**src/rtl/core/pidtw_pkg.sv**
```systemverilog
// Package for the PID steering controller with twiddle tuning: constants and the sequencer states.
`default_nettype none
package pidtw_pkg;

  localparam int NUM_GAINS = 3;
  localparam logic [23:0] DELTA_INIT = 24'd6554;
  localparam logic [23:0] G_MAX = 24'h7FFFFF;
  localparam logic [47:0] SQ_MAX = 48'hFFFFFFFFFFFF;
  localparam logic [5:0] MUL_LAST = 6'd31;
  localparam logic [5:0] DIV_LAST = 6'd47;

  // configuration register indexes
  localparam logic [2:0] CFG_KP_INIT = 3'd0;
  localparam logic [2:0] CFG_KD_INIT = 3'd1;
  localparam logic [2:0] CFG_KI_INIT = 3'd2;
  localparam logic [2:0] CFG_WARMUP = 3'd3;
  localparam logic [2:0] CFG_RUN_LEN = 3'd4;
  localparam logic [2:0] CFG_ERR_LIM = 3'd5;
  localparam logic [2:0] CFG_STEER_LO = 3'd6;
  localparam logic [2:0] CFG_STEER_HI = 3'd7;

  localparam logic OP_SAMPLE = 1'b0;

  typedef enum logic [3:0] {
    ST_IDLE,
    ST_SQ_MUL,
    ST_SQ_ADD,
    ST_MUL,
    ST_STEER,
    ST_DIV,
    ST_CMP,
    ST_DSTORE,
    ST_NEXT,
    ST_DONE
  } state_t;

endpackage
`default_nettype wire

```
**src/rtl/core/pid_steer_with_twiddle_tuning.sv**
```systemverilog
// PID steering controller with twiddle gain search, bit-serial multiply and divide.
// Operation: a sample runs a serial e*e, then three serial gain products into one accumulator;
//   an evaluate that continues goes straight to the result, and one that ends runs a serial mean
//   divide (skipped within warm-up) and may then run a serial delta scaling.
// Throughput: one item at a time; the next item is taken once the result sits in the output reg.
// Reset: synchronous active-low rst_n restores register defaults, gains 0, deltas to DELTA_INIT.
`default_nettype none
module pid_steer_with_twiddle_tuning
  import pidtw_pkg::*;
(
  input  wire logic         clk,
  input  wire logic         rst_n,
  input  wire logic         in_tvalid,
  output logic              in_tready,
  input  wire logic [15:0]  in_tdata,   // cross_track_error[15:0]
  input  wire logic         in_tuser,   // op[0]
  output logic              out_tvalid,
  input  wire logic         out_tready,
  // steer_out[15:0], run_continues[16], tuned_gain_index[18:17], gain_p_now[42:19],
  // gain_d_now[66:43], gain_i_now[90:67], trial_count[106:91], zero pad[111:107]
  output logic [111:0]      out_tdata,
  input  wire logic         cfg_valid,
  output logic              cfg_ready,
  input  wire logic [2:0]   cfg_index,
  input  wire logic [23:0]  cfg_data
);

  state_t state_r, state_nxt;

  logic [15:0] warm_r, runlen_r;
  logic signed [15:0] elim_r, slo_r, shi_r;
  logic signed [23:0] gp_r, gd_r, gi_r;
  logic [23:0] dp_r, dd_r, di_r;
  logic signed [15:0] last_err_r, prev_err_r, steer_r, e_r;
  logic signed [16:0] de_r;
  logic signed [31:0] esum_r;
  logic [47:0] sq_r, best_r, quo_r;
  logic [15:0] step_r, trials_r, rem_r, dvsr_r;
  logic [1:0] idx_r, pass_r;
  logic pos_r, cont_r, div_scale_r, out_valid_r;
  logic signed [63:0] acc_r, mcand_r;
  logic [31:0] mplier_r;
  logic [5:0] cnt_r;
  logic [111:0] out_data_r;

  function automatic logic signed [23:0] sat24(input logic signed [25:0] v);
    if (v > 26'sd8388607) return 24'sh7FFFFF;
    if (v < -26'sd8388608) return 24'sh800000;
    return v[23:0];
  endfunction

  logic signed [23:0] cur_gain;
  logic [23:0] cur_delta;
  always_comb begin
    unique case (idx_r)
      2'd0: begin cur_gain = gp_r; cur_delta = dp_r; end
      2'd1: begin cur_gain = gd_r; cur_delta = dd_r; end
      default: begin cur_gain = gi_r; cur_delta = di_r; end
    endcase
  end

  logic signed [25:0] gain_minus2, gain_plus;
  logic [27:0] d_x11, d_x9;
  assign gain_minus2 = {{2{cur_gain[23]}}, cur_gain} - {1'b0, cur_delta, 1'b0};
  assign gain_plus   = {{2{cur_gain[23]}}, cur_gain} + {2'b00, cur_delta};
  assign d_x11 = {1'b0, cur_delta, 3'b000} + {3'b000, cur_delta, 1'b0}
               + {4'b0000, cur_delta} + 28'd5;
  assign d_x9  = {1'b0, cur_delta, 3'b000} + {4'b0000, cur_delta} + 28'd5;

  logic eval_cont, improve, out_free;
  assign eval_cont = (step_r <= warm_r && last_err_r < elim_r && steer_r >= slo_r
                      && steer_r <= shi_r) || (step_r > warm_r && step_r < runlen_r);
  assign improve  = quo_r < best_r;
  assign out_free = !out_valid_r || out_tready;

  // serial multiply step: subtract at the sign bit of the multiplier
  logic signed [63:0] mul_add;
  assign mul_add = !mplier_r[0] ? 64'sd0 : (cnt_r == MUL_LAST ? -mcand_r : mcand_r);

  // restoring divide step
  logic [16:0] rem_sh;
  logic rem_ge;
  assign rem_sh = {rem_r, quo_r[47]};
  assign rem_ge = rem_sh >= {1'b0, dvsr_r};

  // sample front end
  logic signed [15:0] e_in;
  logic signed [32:0] esum_wide;
  logic signed [31:0] esum_new;
  logic [15:0] step_inc;
  assign e_in = $signed(in_tdata[15:0]);
  assign esum_wide = {esum_r[31], esum_r} + {{17{e_in[15]}}, e_in};
  assign esum_new = (esum_wide[32] != esum_wide[31])
                  ? (esum_wide[32] ? 32'sh80000000 : 32'sh7FFFFFFF) : esum_wide[31:0];
  assign step_inc = (step_r == 16'hFFFF) ? step_r : step_r + 16'd1;

  logic [48:0] sq_wide;
  assign sq_wide = {1'b0, sq_r} + {17'd0, acc_r[31:0]};

  logic signed [63:0] steer_t;
  logic signed [47:0] steer_s;
  assign steer_t = 64'sd32768 - acc_r;
  assign steer_s = steer_t[63:16];

  logic [23:0] delta_sat;
  assign delta_sat = (quo_r[47:23] != 25'd0) ? G_MAX : quo_r[23:0];

  // next state
  always_comb begin
    state_nxt = state_r;
    unique case (state_r)
      ST_IDLE: if (in_tvalid) begin
        if (in_tuser == OP_SAMPLE) state_nxt = ST_SQ_MUL;
        else if (eval_cont) state_nxt = ST_DONE;
        else if (step_r <= warm_r) state_nxt = ST_CMP;
        else state_nxt = ST_DIV;
      end
      ST_SQ_MUL: if (cnt_r == MUL_LAST) state_nxt = ST_SQ_ADD;
      ST_SQ_ADD: state_nxt = ST_MUL;
      ST_MUL:    if (cnt_r == MUL_LAST && pass_r == 2'd2) state_nxt = ST_STEER;
      ST_STEER:  state_nxt = ST_DONE;
      ST_DIV:    if (cnt_r == DIV_LAST) state_nxt = div_scale_r ? ST_DSTORE : ST_CMP;
      ST_CMP:    state_nxt = (improve || !pos_r) ? ST_DIV : ST_DONE;
      ST_DSTORE: state_nxt = ST_NEXT;
      ST_NEXT:   state_nxt = ST_DONE;
      ST_DONE:   if (out_free) state_nxt = ST_IDLE;
      default:   state_nxt = ST_IDLE;
    endcase
  end

  // outputs
  always_comb begin
    in_tready  = (state_r == ST_IDLE);
    cfg_ready  = (state_r == ST_IDLE);
    out_tvalid = out_valid_r;
    out_tdata  = out_data_r;
  end

  always_ff @(posedge clk) begin
    if (!rst_n) begin
      state_r <= ST_IDLE;
      out_valid_r <= 1'b0;
      warm_r <= 16'd100;
      runlen_r <= 16'd1000;
      elim_r <= 16'sd768;
      slo_r <= -16'sd256;
      shi_r <= 16'sd256;
      gp_r <= '0; gd_r <= '0; gi_r <= '0;
      dp_r <= DELTA_INIT; dd_r <= DELTA_INIT; di_r <= DELTA_INIT;
      last_err_r <= '0; prev_err_r <= '0; esum_r <= '0; sq_r <= '0; step_r <= '0;
      best_r <= SQ_MAX;
      idx_r <= '0;
      pos_r <= 1'b1;
      trials_r <= '0;
      steer_r <= '0;
    end else begin
      state_r <= state_nxt;

      if (state_r == ST_DONE && out_free) out_valid_r <= 1'b1;
      else if (out_tready) out_valid_r <= 1'b0;

      if (cfg_valid && cfg_ready) begin
        unique case (cfg_index)
          CFG_KP_INIT:  gp_r <= $signed(cfg_data);
          CFG_KD_INIT:  gd_r <= $signed(cfg_data);
          CFG_KI_INIT:  gi_r <= $signed(cfg_data);
          CFG_WARMUP:   warm_r <= cfg_data[15:0];
          CFG_RUN_LEN:  runlen_r <= cfg_data[15:0];
          CFG_ERR_LIM:  elim_r <= $signed(cfg_data[15:0]);
          CFG_STEER_LO: slo_r <= $signed(cfg_data[15:0]);
          CFG_STEER_HI: shi_r <= $signed(cfg_data[15:0]);
          default: ;
        endcase
      end

      unique case (state_r)
        ST_IDLE: if (in_tvalid) begin
          cnt_r <= '0;
          acc_r <= '0;
          if (in_tuser == OP_SAMPLE) begin
            cont_r <= 1'b1;
            e_r <= e_in;
            de_r <= {e_in[15], e_in} - {prev_err_r[15], prev_err_r};
            prev_err_r <= e_in;
            last_err_r <= e_in;
            esum_r <= esum_new;
            step_r <= step_inc;
            mcand_r <= {{48{e_in[15]}}, e_in};
            mplier_r <= {{16{e_in[15]}}, e_in};
          end else begin
            cont_r <= eval_cont;
            quo_r <= (step_r <= warm_r) ? SQ_MAX : sq_r;
            rem_r <= '0;
            dvsr_r <= step_r - warm_r;
            div_scale_r <= 1'b0;
          end
        end
        ST_SQ_MUL, ST_MUL: begin
          acc_r <= acc_r + mul_add;
          if (state_r == ST_MUL && cnt_r == MUL_LAST) begin
            cnt_r <= '0;
            pass_r <= pass_r + 2'd1;
            if (pass_r == 2'd0) begin
              mcand_r <= {{40{gd_r[23]}}, gd_r};
              mplier_r <= {{15{de_r[16]}}, de_r};
            end else begin
              mcand_r <= {{40{gi_r[23]}}, gi_r};
              mplier_r <= esum_r;
            end
          end else begin
            mcand_r <= mcand_r <<< 1;
            mplier_r <= mplier_r >> 1;
            cnt_r <= cnt_r + 6'd1;
          end
        end
        ST_SQ_ADD: begin
          if (step_r >= warm_r) sq_r <= sq_wide[48] ? SQ_MAX : sq_wide[47:0];
          acc_r <= '0;
          cnt_r <= '0;
          pass_r <= '0;
          mcand_r <= {{40{gp_r[23]}}, gp_r};
          mplier_r <= {{16{e_r[15]}}, e_r};
        end
        ST_STEER: begin
          if (steer_s > 48'sd32767) steer_r <= 16'sh7FFF;
          else if (steer_s < -48'sd32768) steer_r <= 16'sh8000;
          else steer_r <= steer_s[15:0];
        end
        ST_DIV: begin
          rem_r <= rem_ge ? 16'(rem_sh - {1'b0, dvsr_r}) : rem_sh[15:0];
          quo_r <= {quo_r[46:0], rem_ge};
          cnt_r <= cnt_r + 6'd1;
        end
        ST_CMP: begin
          cnt_r <= '0;
          rem_r <= '0;
          dvsr_r <= 16'd10;
          div_scale_r <= 1'b1;
          priority if (improve) begin
            best_r <= quo_r;
            quo_r <= {20'd0, d_x11};
          end else if (pos_r) begin
            unique case (idx_r)
              2'd0: gp_r <= sat24(gain_minus2);
              2'd1: gd_r <= sat24(gain_minus2);
              default: gi_r <= sat24(gain_minus2);
            endcase
            pos_r <= 1'b0;
            step_r <= '0; last_err_r <= '0; prev_err_r <= '0; esum_r <= '0; sq_r <= '0;
            if (trials_r != 16'hFFFF) trials_r <= trials_r + 16'd1;
          end else begin
            unique case (idx_r)
              2'd0: gp_r <= sat24(gain_plus);
              2'd1: gd_r <= sat24(gain_plus);
              default: gi_r <= sat24(gain_plus);
            endcase
            quo_r <= {20'd0, d_x9};
          end
        end
        ST_DSTORE: begin
          unique case (idx_r)
            2'd0: dp_r <= delta_sat;
            2'd1: dd_r <= delta_sat;
            default: di_r <= delta_sat;
          endcase
          idx_r <= (idx_r == 2'(NUM_GAINS - 1)) ? 2'd0 : idx_r + 2'd1;
          step_r <= '0; last_err_r <= '0; prev_err_r <= '0; esum_r <= '0; sq_r <= '0;
        end
        ST_NEXT: begin
          // new gain under tuning steps up by its own delta
          unique case (idx_r)
            2'd0: gp_r <= sat24(gain_plus);
            2'd1: gd_r <= sat24(gain_plus);
            default: gi_r <= sat24(gain_plus);
          endcase
          pos_r <= 1'b1;
          if (trials_r != 16'hFFFF) trials_r <= trials_r + 16'd1;
        end
        ST_DONE: if (out_free)
          out_data_r <= {5'd0, trials_r, gi_r, gd_r, gp_r, idx_r, cont_r, steer_r};
        default: ;
      endcase
    end
  end

  a_idx_range: assert property (@(posedge clk) disable iff (!rst_n) idx_r != 2'd3)
    else $error("gain index out of range");
  a_delta_pos: assert property (@(posedge clk) disable iff (!rst_n)
    !dp_r[23] && !dd_r[23] && !di_r[23])
    else $error("delta went negative");
  a_one_item: assert property (@(posedge clk) disable iff (!rst_n)
    (in_tvalid && in_tready) |=> !in_tready)
    else $error("second item taken while busy");
  a_out_from_done: assert property (@(posedge clk) disable iff (!rst_n)
    $rose(out_valid_r) |-> $past(state_r == ST_DONE))
    else $error("result raised outside the done step");

endmodule
`default_nettype wire
```
**config.mk**
```make
export PLATFORM = sky130hd
export DESIGN_NAME = pid_steer_with_twiddle_tuning
export DESIGN_NICKNAME = d
export VERILOG_FILES = /design/src/rtl/core/pidtw_pkg.sv /design/src/rtl/core/pid_steer_with_twiddle_tuning.sv
export SDC_FILE = /design/constraint.sdc
export NUM_CORES = 2
export LEC_CHECK = 0
export CORE_ASPECT_RATIO = 1.25
export CORE_UTILIZATION = 40
export DETAILED_ROUTE_END_ITERATION = 12
export DONT_BUFFER_PORTS = 1
export GPL_TIMING_DRIVEN = 0
export HOLD_SLACK_MARGIN = 0.05
export PLACE_DENSITY = 0.56
export SYNTH_ARGS = -nofsm -noshare
export SYNTH_HDL_FRONTEND = slang
export SYNTH_SLANG_ARGS = --single-unit
```
**constraint.sdc**
```tcl
create_clock -name clk -period 15.2 [get_ports clk]
set_input_delay 3.04 -clock clk [delete_from_list [all_inputs] [get_ports clk]]
set_output_delay 3.04 -clock clk [all_outputs]
set_load 0.01 [all_outputs]
```
==> out/results.txt <==
max frequency -> 103 MHz
Area growth, synth to finish -> 10.7%
initial antenna violation count -> 17
grt total ovfl -> 0
Ports -> 164
FF+latch count, synth -> 814
Die H -> 417 um
TritonCTS Buffers -> 90
H-tree levels -> 3
Die Span X -> 334 um
top_reg_cell synth -> dfxtp_1
Leak Pwr -> 23.8 nW
CP Max Fanout -> 10
setup violators final -> 0
Comb power frac -> 39.5%
RSZ-0062 raised after global routing -> false
Int Pwr -> 0.00536 W
most frequent cell after synthesis -> nand2_1
Core Region -> 137000 sq um
CP startpoint kind -> flop
Crit path max-delay family -> buffers and inverters
largest net degree at the start of global routing -> 56
root buf cell -> clkbuf_16
Tmin final -> 9.70 ns
Post-Route WL -> 240 mm
CTS tree -> done
leading area contributor after synthesis -> edfxtp_1
Slew HR -> -2.82%
asr flop ratio synth -> 0%
yosys warns -> 0
DR WL/cell -> 28.1 um
synthesized cell area -> 55200 sq um
Total Die Area -> 139000 sq um
PwrDens -> 150 nW/um^2
Final Cycle Share -> 63.8%
# placed instances -> 8357
worst stage delay on the critical path -> 0.68 ns
CP Data Arrival Time -> 10.30 ns
Sink Count -> 814
CTS Hold Bufs -> 0
Flop pwr share -> 33.8%
failing checks -> capacitance limit, slew limit
Final HPWL DP -> 185 mm
Routed Antenna Nets -> 0
routability cong. -> 1.02
Area contributors post-synth -> edfxtp_1, dfxtp_1, ha_1, a21oi_1, nand2_1
Max VDD drop -> 0.000102 V
Setup Total Neg Slack -> 0 ns
status -> complete, but fails checks
post-layout instance area -> 61100 sq um
Crit path buffers/inverters -> 11
crit path kind -> reg -> reg
Clock Pin Slew Worst Setup and Hold Paths -> 0.07 ns
DRT Pass-1 Iters -> 6
num rows -> 152
pins over their slew limit -> 21
number of global-route vias before repair -> 49042
Avg Cell Area, Syn -> 8.50 sq um
Worst Hold Class -> reg -> reg
synthesized instance count -> 6489
Fin Hold WS -> 0.428 ns
Clock power frac -> 26.6%
post-synthesis cell type count -> 101
setup bufs post-CTS -> 0
DRC -> 0
Worst Tran Pin Value -> 1.54 ns
max-cap violations -> 2
Commonest cells post-synth -> nand2_1, nor2_1, a21oi_1
DR vias/cell -> 6.01
Total Routing Usage GR -> 33.6%
Port-buffer cells -> 0
DP Area -> 57800 sq um
Worst path slowest cell -> clkbuf_1
CTS resizes -> 0
Sw Ratio -> 41.4%
Yosys top cell area share -> 21.2%
Data required, critical path -> 15.80 ns
NetSw -> 0.00379 W
Final #Nets -> 7041
vias post-DR -> 51300
Crit path top cell by count -> buf_2
Initial Util -> 40.2%
clk buf depth -> 3
Clock Latency Late Sink -> 0.76 ns
DR iter-0 viols -> 4894
first-pass GRT wire length -> 342 mm
layout cell share with drive strength beyond 1 -> 4.78%
Seq/Total Area, Yosys -> 36.6%
clock skew -> 0.0635 ns
EDFF count, synth -> 390
non-filler cells in the finished layout -> 8538
hold violation count in the final report -> 0
CP Capture Type -> flop
## cell type report
type                    count  area (sq um)
repair buffers             16           251
multi-input cells        4996         32300
plain buffers             362          1480
diodes                     12          30.0
clock inverters            46           614
flip-flops and latches    814         20200
fillers                 13770         76000
well taps                1848          2310
inverters                 321          1210
clock buffers             123          2630
## registers in the layout (all words and copies together) (netlist names), 32 cells and up
name and cells:
acc_r 64, best_r 48, esum_r 32, mcand_r 64, mplier_r 32, out_tdata 107
quo_r 48, sq_r 48
## power groups by stage
stage	Sequential [W]	Clock [W]	Combinational, W
floorplan	0.00296	0	0.00241
global placement	0.00316	0	0.00347
detailed placement	0.00313	0	0.00352
CTS	0.00308	0.00247	0.00354
global route	0.00312	0.00254	0.00390
finish	0.00310	0.00244	0.00362
## worst reg2reg max path: cells and delay by family (launching register included)
| family | cells | cell delay [ns] |
|---|---|---|
| AND/OR/NAND/NOR | 2 | 0.44 |
| adder cells (fa/ha/maj) | 1 | 0.45 |
| AO/OA/AOI/OAI | 12 | 3.68 |
| flip-flops | 1 | 0.50 |
| buffers and inverters | 11 | 4.46 |
## metrics by stage
stage	total power, W	util, %	worst slack (ns)
floorplan	0.00537	-	5.43
global placement	0.00663	41.9	1.22
detailed placement	0.00665	42.1	5.95
CTS	0.00910	44.5	5.92
global route	0.00956	44.5	5.57
finish	0.00915	44.5	5.50
## final timing paths
path                                            start                 endpoint  slack (ns)  cells past startpoint
worst min register to register   cont_r$_SDFFCE_PN1P_  out_tdata[16]$_DFFE_PP_        0.43                      0
worst max register to register  idx_r[1]$_SDFFE_PN0P_      gp_r[14]$_SDFF_PN0_        5.50                     26
worst min-delay path             cont_r$_SDFFCE_PN1P_  out_tdata[16]$_DFFE_PP_        0.43                      0
worst max-delay path            idx_r[1]$_SDFFE_PN0P_      gp_r[14]$_SDFF_PN0_        5.50                     26
## cell families after synthesis
| logic type | share of synthesized area [%] |
|---|---|
| AO/OA/AOI/OAI | 23.4 |
| AND/OR/NAND/NOR | 16.6 |
| flip-flops | 36.6 |
| buffers and inverters | 4.86 |
| adder cells (fa/ha/maj) | 9.35 |
| XOR/XNOR | 5.37 |
| multiplexers | 3.79 |
| other | 0.00680 |
## layout by cell type (no fill, tap or decap), types with 25 or more instances in the layout
cell type / count
nand2_1: 713
nor2_1: 624
a21oi_1: 564
o21ai_0: 470
dfxtp_1: 424
edfxtp_1: 390
ha_1: 377
inv_1: 309
clkbuf_1: 305
xnor2_1: 226
a21o_1: 170
mux2i_1: 169
o211ai_1: 145
nand3_1: 127
xor2_1: 112
clkbuf_16: 96
and2_1: 90
a211oi_1: 87
nor3_1: 78
o21a_1: 77
nand2b_1: 68
nor2b_1: 57
a31oi_1: 57
nand4_1: 55
and3_1: 49
a221o_1: 46
a21boi_0: 45
a22oi_1: 42
or3_1: 38
a221oi_1: 36
buf_2: 35
o31ai_1: 33
o22ai_1: 33
o21bai_1: 26
nor4_1: 25
## metal layers
metal  global-route usage, %  vias up  part of all wire [%]  wire [um]
met2                    55.2     2133                    46     111000
met4                    22.0       16                   7.2      17200
met3                    6.51      642                   7.5      17900
met1                    39.9    24759                    39      93700
li1                        -    23750                     -          -
met5                       0        -                 0.046        110
(Power assumes the default switching activity.)
